File: config.mk
export PLATFORM = sky130hd
export DESIGN_NAME = serial_frame_receiver_unit
export DESIGN_NICKNAME = d
export VERILOG_FILES = /design/src/rtl/sfr_pkg.sv /design/src/rtl/serial_frame_receiver_unit.sv
export SDC_FILE = /design/constraint.sdc
export NUM_CORES = 1
export LEC_CHECK = 0
export ABC_AREA = 1
export BUFFER_PORTS_ARGS = -buffer_cell sky130_fd_sc_hd__buf_2
export CAP_MARGIN = 10
export CORE_ASPECT_RATIO = 0.7
export CORE_UTILIZATION = 32
export DETAILED_ROUTE_END_ITERATION = 6
export PLACE_DENSITY = 0.54
export SYNTH_ARGS = -nofsm -noshare
export SYNTH_HDL_FRONTEND = slang
export SYNTH_SLANG_ARGS = --single-unit
File: constraint.sdc
create_clock -name clk -period 8.95 [get_ports clk]
set_input_delay 0.4475 -clock clk [delete_from_list [all_inputs] [get_ports clk]]
set_output_delay 0.4475 -clock clk [all_outputs]
set_load 0.01 [all_outputs]
File: src/rtl/sfr_pkg.sv
// ----------------------------------------------------------------------------
// Serial frame receiver package
// Result kind codes, register indexes and register reset values.
// ----------------------------------------------------------------------------
package sfr_pkg;

  localparam logic [1:0] KIND_BYTE    = 2'd0;
  localparam logic [1:0] KIND_END     = 2'd1;
  localparam logic [1:0] KIND_TIMEOUT = 2'd2;

  localparam logic [1:0] REG_MAX_LENGTH    = 2'd0;
  localparam logic [1:0] REG_FIRST_TIMEOUT = 2'd1;
  localparam logic [1:0] REG_EDGE_TIMEOUT  = 2'd2;

  localparam logic [7:0]  MAX_LENGTH_RST    = 8'd255;
  localparam logic [19:0] FIRST_TIMEOUT_RST = 20'd100000;
  localparam logic [15:0] EDGE_TIMEOUT_RST  = 16'd20;

endpackage

File: src/rtl/serial_frame_receiver_unit.sv
// ----------------------------------------------------------------------------
// Serial frame receiver
// Length-prefixed frame receiver for a two-wire clocked serial link.
// ----------------------------------------------------------------------------
// Usage:
//   in_*  : one sample tick per item (start strobe, clock wire, data wire).
//           A start item arms a new frame and aborts any frame in progress.
//   out_* : at most one result per tick: payload byte with its index, frame
//           end without byte, or clock timeout. frame_done marks the last one.
//   cfg_* : register writes (max length, first-bit and edge timeouts), always
//           ready; write only while no frame is being received.
// Timing: a result is registered and appears on out_* in the cycle after the tick that causes it.
// Throughput: one item per cycle while in_ready is high; the tick is decoded
//   in one pass of logic between the state registers and the output register.
// Stall: the output register holds a result until taken; a new item is taken
//   in the same cycle the held result leaves, so in_ready only drops while a
//   result sits unaccepted.
// Reset: synchronous, active low; receiver goes idle, registers return to
//   255 / 100000 / 20 and no result is held.
// ----------------------------------------------------------------------------
module serial_frame_receiver_unit
  import sfr_pkg::*;
(
  input  logic        clk,
  input  logic        rst_n,
  input  logic        in_valid,
  output logic        in_ready,
  input  logic        in_start_req,
  input  logic        in_clock_line,
  input  logic        in_data_line,
  output logic        out_valid,
  input  logic        out_ready,
  output logic [1:0]  out_kind,
  output logic [7:0]  out_value,
  output logic [7:0]  out_index,
  output logic        out_frame_done,
  output logic [7:0]  out_stored_count,
  input  logic        cfg_valid,
  output logic        cfg_ready,
  input  logic [1:0]  cfg_index,
  input  logic [19:0] cfg_data
);

  typedef enum logic [1:0] {
    PH_IDLE,
    PH_WAIT_LOW,
    PH_WAIT_HIGH
  } phase_t;

  phase_t      phase_r, phase_nxt;
  logic [2:0]  bit_count_r, bit_count_nxt;
  logic [7:0]  shift_byte_r, shift_byte_nxt;
  logic [7:0]  frame_length_r, frame_length_nxt;
  logic [7:0]  byte_count_r, byte_count_nxt;
  logic        length_pending_r, length_pending_nxt;
  logic        first_wait_r, first_wait_nxt;
  logic [19:0] wait_ticks_r, wait_ticks_nxt;

  logic [7:0]  max_length_r;
  logic [19:0] first_timeout_r;
  logic [15:0] edge_timeout_r;

  logic        out_valid_r;
  logic [1:0]  out_kind_r;
  logic [7:0]  out_value_r;
  logic [7:0]  out_index_r;
  logic        out_frame_done_r;
  logic [7:0]  out_stored_count_r;

  logic        in_fire;
  logic [19:0] wait_inc;
  logic [19:0] low_limit;
  logic [7:0]  full_byte;
  logic        res_valid;
  logic [1:0]  res_kind;
  logic [7:0]  res_value;
  logic [7:0]  res_index;
  logic        res_done;
  logic [7:0]  res_stored;

  assign in_ready  = !out_valid_r || out_ready;
  assign in_fire   = in_valid && in_ready;
  assign cfg_ready = 1'b1;

  assign wait_inc  = wait_ticks_r + 20'd1;
  assign low_limit = first_wait_r ? first_timeout_r : {4'd0, edge_timeout_r};
  assign full_byte = {shift_byte_r[6:0], in_data_line};

  always_comb begin
    phase_nxt          = phase_r;
    bit_count_nxt      = bit_count_r;
    shift_byte_nxt     = shift_byte_r;
    frame_length_nxt   = frame_length_r;
    byte_count_nxt     = byte_count_r;
    length_pending_nxt = length_pending_r;
    first_wait_nxt     = first_wait_r;
    wait_ticks_nxt     = wait_ticks_r;
    res_valid          = 1'b0;
    res_kind           = KIND_END;
    res_value          = 8'd0;
    res_index          = 8'd0;
    res_done           = 1'b0;

    if (in_fire) begin
      if (in_start_req) begin
        phase_nxt          = PH_WAIT_LOW;
        bit_count_nxt      = 3'd0;
        shift_byte_nxt     = 8'd0;
        frame_length_nxt   = 8'd0;
        byte_count_nxt     = 8'd0;
        length_pending_nxt = 1'b1;
        first_wait_nxt     = 1'b1;
        wait_ticks_nxt     = 20'd0;
      end else begin
        unique case (phase_r)
          PH_WAIT_LOW: begin
            if (!in_clock_line) begin
              shift_byte_nxt = full_byte;
              first_wait_nxt = 1'b0;
              wait_ticks_nxt = 20'd0;
              phase_nxt      = PH_WAIT_HIGH;
            end else begin
              wait_ticks_nxt = wait_inc;
              if (wait_inc >= low_limit) begin
                res_valid = 1'b1;
                res_kind  = KIND_TIMEOUT;
                res_done  = 1'b1;
              end
            end
          end
          PH_WAIT_HIGH: begin
            if (in_clock_line) begin
              wait_ticks_nxt = 20'd0;
              phase_nxt      = PH_WAIT_LOW;
              bit_count_nxt  = bit_count_r + 3'd1;
              if (bit_count_r == 3'd7) begin
                shift_byte_nxt = 8'd0;
                if (length_pending_r) begin
                  length_pending_nxt = 1'b0;
                  frame_length_nxt   = shift_byte_r;
                  if (shift_byte_r == 8'd0) begin
                    res_valid = 1'b1;
                    res_kind  = KIND_END;
                    res_done  = 1'b1;
                  end
                end else begin
                  byte_count_nxt = byte_count_r + 8'd1;
                  if (byte_count_r < max_length_r) begin
                    res_valid = 1'b1;
                    res_kind  = KIND_BYTE;
                    res_value = shift_byte_r;
                    res_index = byte_count_r;
                    res_done  = (byte_count_nxt == frame_length_r);
                  end else if (byte_count_nxt == frame_length_r) begin
                    res_valid = 1'b1;
                    res_kind  = KIND_END;
                    res_done  = 1'b1;
                  end
                end
              end
            end else begin
              wait_ticks_nxt = wait_inc;
              if (wait_inc >= {4'd0, edge_timeout_r}) begin
                res_valid = 1'b1;
                res_kind  = KIND_TIMEOUT;
                res_done  = 1'b1;
              end
            end
          end
          default: begin
          end
        endcase
        if (res_done) begin
          phase_nxt = PH_IDLE;
        end
      end
    end
  end

  assign res_stored = (byte_count_nxt < max_length_r) ? byte_count_nxt : max_length_r;

  always_ff @(posedge clk) begin
    if (!rst_n) begin
      phase_r          <= PH_IDLE;
      bit_count_r      <= 3'd0;
      shift_byte_r     <= 8'd0;
      frame_length_r   <= 8'd0;
      byte_count_r     <= 8'd0;
      length_pending_r <= 1'b1;
      first_wait_r     <= 1'b1;
      wait_ticks_r     <= 20'd0;
      max_length_r     <= MAX_LENGTH_RST;
      first_timeout_r  <= FIRST_TIMEOUT_RST;
      edge_timeout_r   <= EDGE_TIMEOUT_RST;
      out_valid_r      <= 1'b0;
    end else begin
      phase_r          <= phase_nxt;
      bit_count_r      <= bit_count_nxt;
      shift_byte_r     <= shift_byte_nxt;
      frame_length_r   <= frame_length_nxt;
      byte_count_r     <= byte_count_nxt;
      length_pending_r <= length_pending_nxt;
      first_wait_r     <= first_wait_nxt;
      wait_ticks_r     <= wait_ticks_nxt;
      if (cfg_valid) begin
        unique case (cfg_index)
          REG_MAX_LENGTH:    max_length_r    <= cfg_data[7:0];
          REG_FIRST_TIMEOUT: first_timeout_r <= cfg_data;
          REG_EDGE_TIMEOUT:  edge_timeout_r  <= cfg_data[15:0];
          default: begin
          end
        endcase
      end
      if (in_ready) begin
        out_valid_r <= res_valid;
      end
      if (res_valid) begin
        out_kind_r         <= res_kind;
        out_value_r        <= res_value;
        out_index_r        <= res_index;
        out_frame_done_r   <= res_done;
        out_stored_count_r <= res_stored;
      end
    end
  end

  assign out_valid        = out_valid_r;
  assign out_kind         = out_kind_r;
  assign out_value        = out_value_r;
  assign out_index        = out_index_r;
  assign out_frame_done   = out_frame_done_r;
  assign out_stored_count = out_stored_count_r;

endmodule

* Word-level counts from Yosys, hierarchy flattened
Cells that the tools add are included.
Storage, ports and cells: register bits after elaboration 123, latch bits 0, bits in writable memories 0, ROM bits 0, input bits 30, output and inout port bits 30, memories 0
Cells by class: add/subtract/negate cells 3, multiply operators 0, divide/modulo/power cells 0, $lt $le $gt $ge 4, eq/ne operators 12, shift operators 0, muxes and demuxes 64, bitwise gates (word level) 5, reduce and logical (&&, ||, !) cells 25
Operators with widths (number):
- $mux W8 | 16
- $mux W20 | 4
- $pmux W20 S2 | 1
- $mux W1 | 27
- $add A20 B1 Y20 const B | 1
- $ge A20 B16 Y1 | 1
- $ge A20 B20 Y1 | 1
- $lt A8 B8 Y1 | 2
- $mux W2 | 8
- $pmux W8 S2 | 1
- $reduce_and A2 Y1 | 5
- $reduce_and A5 Y1 | 2
- $reduce_bool A2 Y1 | 5
- $mux W3 | 3
- $ne A3 B3 Y1 const B | 3
- $add A8 B1 Y8 const B | 1
- $eq A8 B8 Y1 | 1
- $logic_not A8 Y1 | 1
- $ne A4 B4 Y1 const B | 2
- $pmux W2 S2 | 2
- $reduce_and A4 Y1 | 2
- $reduce_or A7 Y1 | 1
- $reduce_and A3 Y1 | 2
- $not A1 Y1 | 5
- 13 further kinds | 16

* Logic depth before layout (Yosys ltp)
Gate-level depths: netlist of the first run.
depth after elaboration 12, depth in mapped cells 29, mapped depth without buffers 27

* Worst setup path before layout of the first run
No wires, ideal clock.
kind flip-flop to flip-flop, start point register wait_ticks_r[0], end point register out_frame_done_r, in the netlist out_frame_done, enable pin, setup time 0.411 ns, arrival time 3.776 ns, slack 4.763 ns, cell stages (with the launch flop) 25, period minus slack after synthesis 4.187 ns, cell sequence dfxtp_1 > ha_1 > nand3_1 > nor2_1 > nand2_2 > nor3_1 > xor2_1 > ha_1 > nand2_1 > inv_1 > nand3_1 > nor3_1 > nand2_1 > nand2_1 > nand2_1 > nand2_1 > nand2_1 > nand2_1 > nand2_1 > nand2_1 > nand3_1 > nand2_2 > o21bai_1 > nand2_1 > nor2_1
On the way: word-level cells in the longest chain between the ends 8, elaborated cells between the ends (all ways) 11
RTL lines:
- start: declaration | line serial_frame_receiver_unit.sv:57 | logic [19:0] wait_ticks_r, wait_ticks_nxt;
- start signal: assignment | line serial_frame_receiver_unit.sv:204 | wait_ticks_r <= wait_ticks_nxt;
- $add A20 B1 Y20 (*) | line serial_frame_receiver_unit.sv:85 | assign wait_inc = wait_ticks_r + 20'd1;
- $ge A20 B16 Y1 / $ge A20 B20 Y1 (equally long branches) | line serial_frame_receiver_unit.sv:163, serial_frame_receiver_unit.sv:124
- $mux W1, on equally long branches | line serial_frame_receiver_unit.sv:163, serial_frame_receiver_unit.sv:124
- $mux W1, on equally long branches | line serial_frame_receiver_unit.sv:132, serial_frame_receiver_unit.sv:117
- $pmux W1 S2 (*) | line serial_frame_receiver_unit.sv:115 | unique case (phase_r)
- $mux W1 (*) | line serial_frame_receiver_unit.sv:105 | if (in_start_req) begin
- $mux W1 (*) | line serial_frame_receiver_unit.sv:104 | if (in_fire) begin
- $reduce_and A2 Y1 (no line) (*)
- end signal: assignment | line serial_frame_receiver_unit.sv:221 | out_frame_done_r <= res_done;
- end: declaration | line serial_frame_receiver_unit.sv:67 | logic out_frame_done_r;
Mark *: on every way between the ends. The rest lies on a longest branch, timed or not. A chain may end at the register's enable or synchronous reset.

* Final worst setup path of the first run
start point register wait_ticks_r[0], end point register out_stored_count_r[4], in the netlist out_stored_count[4], enable pin
On the way: word-level cells in the longest chain between the ends 8, elaborated cells between the ends (all ways) 11
RTL lines:
- $add A20 B1 Y20 (*) | line serial_frame_receiver_unit.sv:85
- $ge A20 B16 Y1 / $ge A20 B20 Y1 (equally long branches) | line serial_frame_receiver_unit.sv:163, serial_frame_receiver_unit.sv:124
- $mux W1, on equally long branches | line serial_frame_receiver_unit.sv:163, serial_frame_receiver_unit.sv:124
- $mux W1, on equally long branches | line serial_frame_receiver_unit.sv:132, serial_frame_receiver_unit.sv:117
- $pmux W1 S2 (*) | line serial_frame_receiver_unit.sv:115
- $mux W1 (*) | line serial_frame_receiver_unit.sv:105
- $mux W1 (*) | line serial_frame_receiver_unit.sv:104
- $reduce_and A2 Y1 (no line) (*)
- end signal: assignment | line serial_frame_receiver_unit.sv:222 | out_stored_count_r <= res_stored;
- end: declaration | line serial_frame_receiver_unit.sv:68 | logic [7:0] out_stored_count_r;
Marked as above.

==> summary.txt, run 1 <==
Yosys
  • Post-Syn Area: 6800 um2
  • Synth cell types: 45
  • Post-synth EDFFs: 27
  • Synthesis Warnings: 0
  • Async set or reset register ratio after synthesis: 0%
  • Seq/Total Area, Yosys: 40.2%
  • Cells after Synth: 874
  • Post-Synthesis Net Count: 959
  • Synth Register Bits: 123
  • Ys flop type: dfxtp_1
  • Mean Syn Cell Area: 7.78 um2

Placement
  • Final HPWL DP: 12300 um
  • I/O Buffers: 58
  • Placed cells: 1180
  • Placed Area: 7340 um2
  • Final GP Congestion: 0.831

GRT
  • Largest net degree at the start of global routing: 54
  • First-pass GRT wire length: 27500 um
  • Initial antenna violation count: 0
  • Vias in the first global route: 5194
  • Remaining global-route overflow: 0
  • GR Util All Layers: 16.5%

Timing
  • Setup TNS: 0 ns
  • Final period utilization: 43.5%
  • Transition time of the tightest slew-check pin: 1.15 ns
  • Fin. Hold Viols: 0
  • Final Max Tran Viols: 0
  • RSZ-0062 raised after global routing: no
  • Fmax: 0.257 GHz
  • Slew margin rel.: 21.4%
  • Period minus WS final: 3.90 ns
  • Final setup viols: 0
  • Clock Skews: 0.00867 ns
  • Hold slack: 0.222 ns

Final layout
  • Multi-input logic area: 3560 um2
  • Design area: 7880 um2
  • Most frequent cells in the layout: nand2_1, nor2_1, dfxtp_1
  • Final #Nets: 1008
  • Fillers: 2158
  • Layout area overhead: 15.9%
  • Final non-filler cell total: 1212
  • Most common cell after layout, fill and taps aside: nand2_1
  • N_diodes: 0
  • FF+latch area: 2730 um2
  • Share of layout cells above drive strength 1: 14.1%

Detailed routing
  • Pre-antenna DRT Iters: 5
  • Initial DRC Count: 343
  • Via count: 5671
  • Drt drc: 0
  • Avg WL per Cell: 14.0 um
  • WL final: 17000 um
  • Vias/cell: 4.68
  • ANT nets after route: 0

Worst setup path
  • Register-to-Register Path Depth: 25
  • Required @ worst endpoint: 9.04 ns
  • Startpoint types: flop
  • Worst r2r src: wait_ticks_r[0]
  • Critical path peak fanout: 27
  • CP most frequent cell: nand2_1
  • Worst R2R End: out_stored_count[4]
  • Crit path kind: flop to flop
  • R2r setup slk: 5.05 ns
  • Worst EP arrival: 3.99 ns
  • Slowest-stage cell, CP: dfxtp_1
  • Setup crit end kind: flop
  • CP peak stage delay: 0.44 ns

Min path
  • Worst min path class: input pin to flop
  • Hold EP: first_timeout_r[16]
  • Hold Crit Depth: 3
  • Hold Crit Start: cfg_data[16]

Power and ir drop
  • Clock power frac: 47.2%
  • Power per cell area: 171 nW/um2
  • Switch share: 27.4%
  • Combinational Power Share: 8.7%
  • Sw Pwr: 0.369 mW
  • Lkg Pwr: 3.38 nW
  • Peak VDD IR: 0.000130 V
  • Cell-internal power: 0.977 mW
  • Sequential power share: 44.1%

Die
  • Initial Util: 32.8%
  • Die Area: 21800 um2
  • Top Ports: 60
  • Die height: 124 um
  • # rows: 44
  • Core region area: 20800 um2
  • Die W: 176 um

CTS
  • Hold_buf cts: 0
  • TritonCTS clock tree: done
  • Root buf cell: clkbuf_16
  • # resized after CTS: 0
  • CTS sink count: 123
  • Max H-tree Level: 4
  • Clock Latency Late Sink: 0.43 ns
  • CTS Buffer Depth: 2
  • Reg clk slew, reported paths: 0.06 ns
  • CTS buffer count: 17
  • Number of post-CTS setup repair buffers: 0

Status
  • Status: finished clean

Run
  • Max_cap viols: 0
routing by layer:
| layer | wire length, um | vias to the layer above | track usage (%) |
|---|---|---|---|
| met3 | 716 | 17 | 3.57 |
| met1 | 10100 | 2550 | 26.1 |
| met5 | 0 | - | 0 |
| li1 | - | 3006 | - |
| met2 | 6050 | 98 | 20.8 |
| met4 | 140 | 0 | 6.09 |
flip-flops by register name (all words and copies together) (netlist names):
register / count
phase_r: 2
shift_byte_r: 8
first_wait_r: 1
byte_count_r: 8
edge_timeout_r: 16
max_length_r: 8
out_index: 8
length_pending_r: 1
out_stored_count: 8
out_kind: 2
bit_count_r: 3
out_value: 8
out_frame_done: 1
out_valid: 1
frame_length_r: 8
first_timeout_r: 20
wait_ticks_r: 20
cells in the mapped netlist (all sizes together), types with 7 or more instances:
cell / count / share of area, %
clkbuf: 26 / 1.4
nand3: 31 / 2.5
buf: 7 / 0.63
xnor2: 7 / 1.2
nand2: 165 / 9.8
inv: 98 / 5.4
nor2: 125 / 7.3
a211oi: 11 / 1.2
xor2: 21 / 2.9
nand4: 10 / 1.1
a21oi: 97 / 7.2
dfxtp: 96 / 28
o211ai: 13 / 1.6
edfxtp: 27 / 12
o21ai: 57 / 4.2
nor3: 11 / 1.4
ha: 55 / 10
cell type report:
cell class                      count  area share (%)
Tap cell                          276            4.38
Timing Repair Buffer               63            4.16
Sequential cell                   123            34.7
Inverter                           99            4.71
Multi-Input combinational cell    619            45.2
Clock buffer                       17            5.40
Clock inverter                     15            1.48
worst max path at each step:
stage | slack (ns) | end | cells past startpoint | from
finish | 5.05 | out_stored_count[4] | 25 | wait_ticks_r[0]
global route | 4.62 | out_stored_count[4] | 25 | wait_ticks_r[0]
CTS | 5.04 | out_stored_count[4] | 25 | wait_ticks_r[0]
detailed placement | 5.08 | out_stored_count[6] | 25 | wait_ticks_r[0]
global placement | 5.15 | out_stored_count[7] | 25 | wait_ticks_r[0]
floorplan | 4.76 | out_frame_done | 24 | wait_ticks_r[0]
kinds of logic (layout without fill, tap and decap cells):
family | Yosys count | count (layout) | share of synthesized area, %
adders and majority gates | 55 | 55 | 10.1
buffers and inverters | 132 | 194 | 7.53
other | 1 | 1 | 0.0551
AOI/OAI and AO/OA | 191 | 191 | 15.7
and+or+nand+nor | 344 | 344 | 22.3
DFF | 123 | 123 | 40.2
xor gates and xnor gates | 28 | 28 | 4.10
power by group through the flow:
stage	sequential, mW	combinational [mW]	clock, mW
2_1_floorplan	0.601	0.0850	0
3_3_place_gp	0.606	0.116	0
3_5_place_dp	0.606	0.117	0
4_1_cts	0.594	0.118	0.648
5_1_grt	0.596	0.135	0.674
6_report	0.594	0.117	0.635
through the flow:
step	total power, mW	setup WS, ns	utilization [%]
after detailed placement	0.722	5.08	35.4
after CTS	1.36	5.04	38.0
after floorplan	0.686	4.76	-
after global placement	0.722	5.15	35.4
after global routing	1.40	4.62	38.0
final	1.35	5.05	38.0
critical path, delay by kind of cell, from the launching register on:
family / cells / cell delay (ns)
buffers and inverters: 2 / 0.38
DFF: 1 / 0.44
and+or+nand+nor: 19 / 1.89
AOI/OAI and AO/OA: 1 / 0.11
xor gates and xnor gates: 1 / 0.32
adders and majority gates: 2 / 0.40
(Power assumes the default switching activity.)
==> run 2: changes to the inputs <==
--- a/config.mk
+++ b/config.mk
@@ -11,7 +11,7 @@
 export CORE_ASPECT_RATIO = 0.7
 export CORE_UTILIZATION = 32
 export DETAILED_ROUTE_END_ITERATION = 6
-export PLACE_DENSITY = 0.54
+export PLACE_DENSITY = 0.56
 export SYNTH_ARGS = -nofsm -noshare
 export SYNTH_HDL_FRONTEND = slang
 export SYNTH_SLANG_ARGS = --single-unit
==> constraint.sdc (replaced) <==
create_clock -name clk -period 3.37 [get_ports clk]
set_input_delay 0.1685 -clock clk [delete_from_list [all_inputs] [get_ports clk]]
set_output_delay 0.1685 -clock clk [all_outputs]
set_load 0.01 [all_outputs]
==> run 2 against run 1 <==
  * Non-clock buffer count rose by 47
  * Combinational power grew to 2.9 times the previous value
  * Clock power rose to 2.9 times the previous value
  * Clock skew decreased by 0.0014 ns
  * Wire length is 2.0% higher
  * Critical path depth unchanged
  * Critical endpoint is now out_stored_count[6]
  * Setup slack lost 5.0 ns
==> summary.txt, run 2 (synthesis gave the netlist of run 1 again) <==
Status
  • Status: finished clean (unchanged)

Die
  • Die Area: 21800 um2 (unchanged)
  • Top Ports: 60 (unchanged)
  • Core region area: 20800 um2 (unchanged)
  • Initial Util: 32.8% (unchanged)
  • Die height: 124 um (unchanged)
  • Die W: 176 um (unchanged)
  • # rows: 44 (unchanged)

Run
  • Max_cap viols: 0 (unchanged)

CTS
  • CTS buffer count: 17 (unchanged)
  • Root buf cell: clkbuf_16 (unchanged)
  • Reg clk slew, reported paths: 0.06 ns (about the same)
  • CTS Buffer Depth: 2 (unchanged)
  • Clock Latency Late Sink: 0.42 ns (was 0.43 ns)
  • CTS sink count: 123 (unchanged)
  • Max H-tree Level: 4 (unchanged)
  • TritonCTS clock tree: done (unchanged)

Final layout
  • Fillers: 2117 (was 2158)
  • Largest regs: first_timeout_r (20), wait_ticks_r (20), edge_timeout_r (16) (unchanged)
  • Design area: 8460 um2 (was 7880 um2)
  • Most common cell after layout, fill and taps aside: nand2_1 (unchanged)
  • Final #Nets: 1055 (was 1008)
  • Multi-input logic area: 3670 um2 (was 3560 um2)
  • Layout area overhead: 24.4% (was 15.9%)
  • N_diodes: 0 (unchanged)
  • Most frequent cells in the layout: nand2_1, nor2_1, a21oi_1 (was nand2_1, nor2_1, dfxtp_1)
  • Final non-filler cell total: 1259 (was 1212)
  • FF+latch area: 2740 um2 (was 2730 um2)
  • Share of layout cells above drive strength 1: 19.7% (was 14.1%)

Worst setup path
  • Worst R2R End: out_stored_count[6] (was out_stored_count[4])
  • Crit path kind: flop to flop (unchanged)
  • Required @ worst endpoint: 3.50 ns (was 9.04 ns)
  • Crit path from: wait_ticks_r[1] (was wait_ticks_r[0])
  • Setup crit end kind: flop (unchanged)
  • Register-to-Register Path Depth: 25 (unchanged)
  • Worst r2r src: wait_ticks_r[1] (was wait_ticks_r[0])
  • Worst EP arrival: 3.44 ns (was 3.99 ns)
  • Startpoint types: flop (unchanged)
  • R2r setup slk: 0.06 ns (was 5.05 ns)
  • Critical path peak fanout: 14 (was 27)

Detailed routing
  • Drt drc: 0 (unchanged)
  • Max Used Layer: met4 (unchanged)
  • Met3 wire length: 555 um (was 716 um)
  • Avg WL per Cell: 13.7 um (was 14.0 um)
  • WL final: 17300 um (was 17000 um)
  • Initial DRC Count: 382 (was 343)
  • Vias/cell: 4.61 (was 4.68)
  • WL met1: 9990 um (was 10100 um)
  • Via count: 5808 (was 5671)
  • ANT nets after route: 0 (unchanged)
  • Met2 WL: 6590 um (was 6050 um)
  • Pre-antenna DRT Iters: 4 (was 5)

Power and ir drop
  • Switch share: 26.3% (was 27.4%)
  • Overall Power: 3.75 mW (was 1.35 mW)
  • Sw Pwr: 0.987 mW (was 0.369 mW)
  • Clock power frac: 49.1% (was 47.2%)
  • Lkg Pwr: 3.67 nW (was 3.38 nW)
  • Peak VDD IR: 0.000369 V (was 0.000130 V)
  • Cell-internal power: 2.76 mW (was 0.977 mW)
  • Sequential power share: 42.0% (was 44.1%)
  • Combinational Power Share: 9.0% (was 8.7%)
  • Power per cell area: 444 nW/um2 (was 171 nW/um2)

Placement
  • Final GP Congestion: 0.807 (was 0.831)
  • I/O Buffers: 58 (unchanged)
  • Placed cells: 1208 (was 1180)
  • Placement Setup Slack: 0.0118 ns (was 5.08 ns)
  • Final HPWL DP: 12400 um (was 12300 um)
  • Placed Area: 7590 um2 (was 7340 um2)

Min path
  • Hold Crit Start: cfg_data[12] (was cfg_data[16])
  • Hold EP: first_timeout_r[12] (was first_timeout_r[16])
  • Hold Crit Depth: 3 (unchanged)
  • Worst min path class: input pin to flop (unchanged)

Timing
  • Post-route setup slack: 0.0585 ns (was 5.05 ns)
  • Final period utilization: 98.3% (was 43.5%)
  • Transition time of the tightest slew-check pin: 0.974 ns (was 1.15 ns)
  • Fin. Hold Viols: 0 (unchanged)
  • Period minus WS final: 3.31 ns (was 3.90 ns)
  • Final setup viols: 0 (unchanged)
  • Final Max Tran Viols: 0 (unchanged)
  • Slew margin rel.: 34.8% (was 21.4%)
  • RSZ-0062 raised after global routing: yes (was no)
  • Fmax: 0.302 GHz (was 0.257 GHz)
  • Clock Skews: 0.00723 ns (was 0.00867 ns)

GRT
  • Remaining global-route overflow: 0 (unchanged)
  • Largest net degree at the start of global routing: 53 (was 54)
  • Initial antenna violation count: 0 (unchanged)
  • First-pass GRT wire length: 27500 um (about the same)
  • Vias in the first global route: 5229 (was 5194)
  • GR Util All Layers: 16.5% (about the same)
## run 2: changes by cell type in the layout (fill, tap and decap cells not counted), sizes merged
cell	change
buf	+37
bufinv	+2
clkinv	+2
clkinvlp	-2
dlygate4sd3	+10
inv	-2
## run 2: worst max-delay path: stages, from the launching register on
cell and delay, ns:
dfxtp_4 0.37, ha_4 0.14, nand3_2 0.08, nor2_2 0.12, nand2_2 0.11, nor3_4 0.25, xor2_2 0.12, ha_1 0.29
nand2_2 0.05, inv_2 0.05, nand3_2 0.07, nor3_2 0.15, nand2_1 0.08, nand2_2 0.07, nand2_1 0.05, nand2_1 0.06
nand2_1 0.05, nand2_1 0.05, nand2_1 0.06, nand2_2 0.07, nand3_2 0.07, nand2_2 0.09, o21bai_4 0.11, nand2_2 0.08
nor2_4 0.17, buf_12 0.17
## run 2: repair_timing
item,4_1_cts,5_1_grt
resized for setup,12,14
endpoints found under the hold margin,10,0
endpoints found under the setup margin,27,30
buffers inserted,4,5
cloned,2,0
pin swaps,0,12
hold buffers,10,0
## run 2: metal layers
metal	GRT usage (%)	up-vias
li1	-	3089
met1	25.7	2610
met2	22.3	97
met3	3.05	12
met4	5.05	0
met5	0	-
## run 2: worst max-delay path by stage
| stage | endpoint | slack [ns] | cells after the start |
|---|---|---|---|
| after floorplan | out_frame_done | 0.006 | 24 |
| after global placement | out_stored_count[7] | 0.08 | 25 |
| after detailed placement | out_stored_count[7] | 0.01 | 25 |
| after CTS | out_value[1] | 0.002 | 26 |
| after global routing | out_stored_count[0] | -0.22 | 25 |
| final | out_stored_count[6] | 0.06 | 25 |
## run 2: power by group through the flow
stage	Combinational (mW)	Clock, mW	Sequential, mW
finish	0.336	1.84	1.57
global route	0.382	1.94	1.58
CTS	0.334	1.87	1.57
detailed placement	0.321	0	1.61
global placement	0.321	0	1.61
floorplan	0.226	0	1.60
## run 2: area by class of cell
class | instances | area share, %
clock buffer | 17 | 5.03
clock inverter | 15 | 1.97
inverter | 99 | 4.39
multi-input combinational | 619 | 43.4
sequential | 123 | 32.4
tap | 276 | 4.08
timing repair buffer | 110 | 8.73
## run 2: metrics by stage
step	hold slack, ns	setup TNS [ns]	utilization [%]
floorplan	0.282	0	-
global placement	0.376	0	36.6
detailed placement	0.379	0	36.6
CTS	0.000195	0	40.5
global route	0.0281	-5.76	40.7
finish	0.0124	0	40.7
==> run 3: changes to the inputs <==
--- a/config.mk
+++ b/config.mk
@@ -9,9 +9,9 @@
 export BUFFER_PORTS_ARGS = -buffer_cell sky130_fd_sc_hd__buf_2
 export CAP_MARGIN = 10
 export CORE_ASPECT_RATIO = 0.7
-export CORE_UTILIZATION = 32
+export CORE_UTILIZATION = 54
 export DETAILED_ROUTE_END_ITERATION = 6
-export PLACE_DENSITY = 0.56
+export PLACE_DENSITY = 0.82
 export SYNTH_ARGS = -nofsm -noshare
 export SYNTH_HDL_FRONTEND = slang
 export SYNTH_SLANG_ARGS = --single-unit
==> run 3 against run 2 <==
  * The run now ends with negative hold slack, negative setup slack left
  * Sequential power is essentially flat
  * Setup slack worse by 0.37 ns
  * Design area is 0.49% higher
  * Non-clock buffer count grew 3
  * Die area is 40% lower
  * Utilization increased by 30 points
  * Highest routed layer unchanged
==> summary.txt, run 3 (synthesis gave the netlist of run 1 again) <==
Status
  • Status: finished, violations left (was finished clean)
  • Failing checks: negative hold slack, negative setup slack

Placement
  • I/O Buffers: 58 (unchanged)
  • Placed cells: 1079 (was 1208)
  • Final GP Congestion: 0.869 (was 0.807)
  • Final HPWL DP: 11600 um (was 12400 um)
  • Placed Area: 7360 um2 (was 7590 um2)

Worst setup path
  • Critical path peak fanout: 4 (was 14)
  • Worst r2r src: wait_ticks_r[0] (was wait_ticks_r[1])
  • Setup crit end kind: flop (unchanged)
  • R2r setup slk: -0.31 ns (was 0.06 ns)
  • Crit path kind: flop to flop (unchanged)
  • Required @ worst endpoint: 3.61 ns (was 3.50 ns)
  • Worst EP arrival: 3.92 ns (was 3.44 ns)
  • Worst R2R End: out_kind[0] (was out_stored_count[6])
  • Startpoint types: flop (unchanged)
  • Register-to-Register Path Depth: 26 (was 25)

GRT
  • Largest net degree at the start of global routing: 54 (was 53)
  • M1 GR Usage: 41.6% (was 25.7%)
  • Vias in the first global route: 5975 (was 5229)
  • Initial antenna violation count: 0 (unchanged)
  • Remaining global-route overflow: 0 (unchanged)
  • First-pass GRT wire length: 29700 um (was 27500 um)
  • GR Util met2: 44.9% (was 22.3%)
  • GRT Max-Usage Layer: met2 (was met1)
  • GR Util met3: 6.58% (was 3.05%)
  • GR Util All Layers: 30.0% (was 16.5%)

Timing
  • Period minus WS final: 3.68 ns (was 3.31 ns)
  • Hold slack: -0.00534 ns (was 0.0124 ns)
  • Slew margin rel.: 34.4% (was 34.8%)
  • RSZ-0062 raised after global routing: yes (unchanged)
  • Fmax: 0.272 GHz (was 0.302 GHz)
  • Post-route setup slack: -0.310 ns (was 0.0585 ns)
  • Transition time of the tightest slew-check pin: 0.980 ns (was 0.974 ns)
  • Final setup viols: 31 (was 0)
  • Final period utilization: 109% (was 98.3%)
  • Clock Skews: 0.0135 ns (was 0.00723 ns)
  • Fin. Hold Viols: 1 (was 0)
  • Final Max Tran Viols: 0 (unchanged)

Detailed routing
  • Drt drc: 0 (unchanged)
  • Pre-antenna DRT Iters: 7 (was 4)
  • Avg WL per Cell: 17.7 um (was 13.7 um)
  • Via count: 6693 (was 5808)
  • Vias/cell: 5.86 (was 4.61)
  • WL final: 20200 um (was 17300 um)
  • ANT nets after route: 0 (unchanged)
  • Initial DRC Count: 806 (was 382)

CTS
  • CTS Buffer Depth: 2 (unchanged)
  • Reg clk slew, reported paths: 0.06 ns (about the same)
  • Root buf cell: clkbuf_16 (unchanged)
  • CTS sink count: 123 (unchanged)
  • Clock Latency Late Sink: 0.43 ns (was 0.42 ns)
  • TritonCTS clock tree: done (unchanged)
  • Max H-tree Level: 4 (unchanged)
  • CTS buffer count: 17 (unchanged)

Final layout
  • Share of layout cells above drive strength 1: 22.5% (was 19.7%)
  • N_diodes: 0 (unchanged)
  • Most common cell after layout, fill and taps aside: nand2_1 (unchanged)
  • Design area: 8500 um2 (was 8460 um2)
  • Largest regs: first_timeout_r (20), wait_ticks_r (20), edge_timeout_r (16) (unchanged)
  • Final #Nets: 1058 (was 1055)
  • Final non-filler cell total: 1143 (was 1259)
  • Layout area overhead: 25.0% (was 24.4%)
  • Most frequent cells in the layout: nand2_1, nor2_1, inv_1 (was nand2_1, nor2_1, a21oi_1)

Die
  • Core region area: 12000 um2 (was 20800 um2)
  • Die height: 95.9 um (was 124 um)
  • Die W: 136 um (was 176 um)
  • Initial Util: 56.8% (was 32.8%)
  • Top Ports: 60 (unchanged)
  • # rows: 33 (was 44)
  • Die Area: 13100 um2 (was 21800 um2)

Power and ir drop
  • Lkg Pwr: 3.70 nW (was 3.67 nW)
  • Power per cell area: 429 nW/um2 (was 444 nW/um2)
  • Peak VDD IR: 0.000443 V (was 0.000369 V)

Min path
  • Hold Crit Start: cfg_data[7] (was cfg_data[12])
  • Hold EP: first_timeout_r[7] (was first_timeout_r[12])
  • Hold Crit Depth: 3 (unchanged)
  • Worst min path class: input pin to flop (unchanged)

Run
  • Max_cap viols: 0 (unchanged)
## run 3: per-stage QoR
| step | util (%) | setup slack (ns) | power (mW) | TNS (ns) |
|---|---|---|---|---|
| CTS | 69.3 | -0.0413 | 3.57 | -0.507 |
| global placement | 61.4 | 0.119 | 1.91 | 0 |
| global route | 71.0 | -0.492 | 3.73 | -13.31 |
| detailed placement | 61.4 | -0.0294 | 1.92 | -0.746 |
| floorplan | - | 0.00577 | 1.82 | 0 |
| finish | 71.0 | -0.310 | 3.65 | -7.38 |
## run 3: final cells by class
| class | instances | area (um2) |
|---|---|---|
| multi-input cells | 619 | 3870 |
| fillers | 827 | 3480 |
| flip-flops and latches | 123 | 2750 |
| repair buffers | 113 | 766 |
| clock buffers | 18 | 429 |
| inverters | 99 | 374 |
| well taps | 157 | 196 |
| clock inverters | 14 | 113 |
## run 3: how the worst max path moves through the flow
stage	slack, ns	from	endpoint
2_1_floorplan	0.006	wait_ticks_r[2]	out_frame_done
3_3_place_gp	0.12	wait_ticks_r[0]	out_stored_count[6]
3_5_place_dp	-0.03	wait_ticks_r[2]	out_index[4]
4_1_cts	-0.04	wait_ticks_r[0]	out_stored_count[2]
5_1_grt	-0.49	wait_ticks_r[0]	out_kind[0]
6_report	-0.31	wait_ticks_r[0]	out_kind[0]
## run 3: timing repair
| action | CTS | global route |
|---|---|---|
| pin swaps | 9 | 33 |
| gates cloned | 2 | 0 |
| hold buffers | 6 | 0 |
| hold endpoints to repair | 6 | 0 |
| setup buffers | 19 | 10 |
| gates resized for setup | 30 | 35 |
| setup endpoints to repair | 27 | 35 |
## run 3: power breakdown
part / internal [mW] / switching, mW
logic: 0.121 / 0.246
registers: 1.55 / 0.0327
clock network: 0.953 / 0.749
total: 2.62 / 1.03
## run 3: per-layer routing
layer  up-vias  share of wire (%)  wire length [um]
met2       471                 43              8790
met3        91                 11              2140
met1      3035                 42              8490
li1       3096                  -                 -
met4         0                4.0               805
met5         -                  0                 0
## run 3: critical path, cell delays in order (launching register included)
cell and delay, ns:
dfxtp_4 0.39, ha_4 0.16, nand3_4 0.11, nor2_4 0.14
nand2_4 0.09, buf_4 0.15, xnor2_2 0.22, ha_1 0.29
nand2_1 0.12, o21ai_0 0.13, a21oi_2 0.19, nand2_2 0.09
nand2_1 0.07, nand2_1 0.06, nand2_1 0.10, nand2_1 0.06
nand2_1 0.09, nand2_2 0.07, buf_4 0.13, buf_4 0.14
buf_4 0.13, buf_4 0.12, buf_4 0.12, buf_4 0.12
nand2_1 0.07, nand2_1 0.07, o2111ai_2 0.09
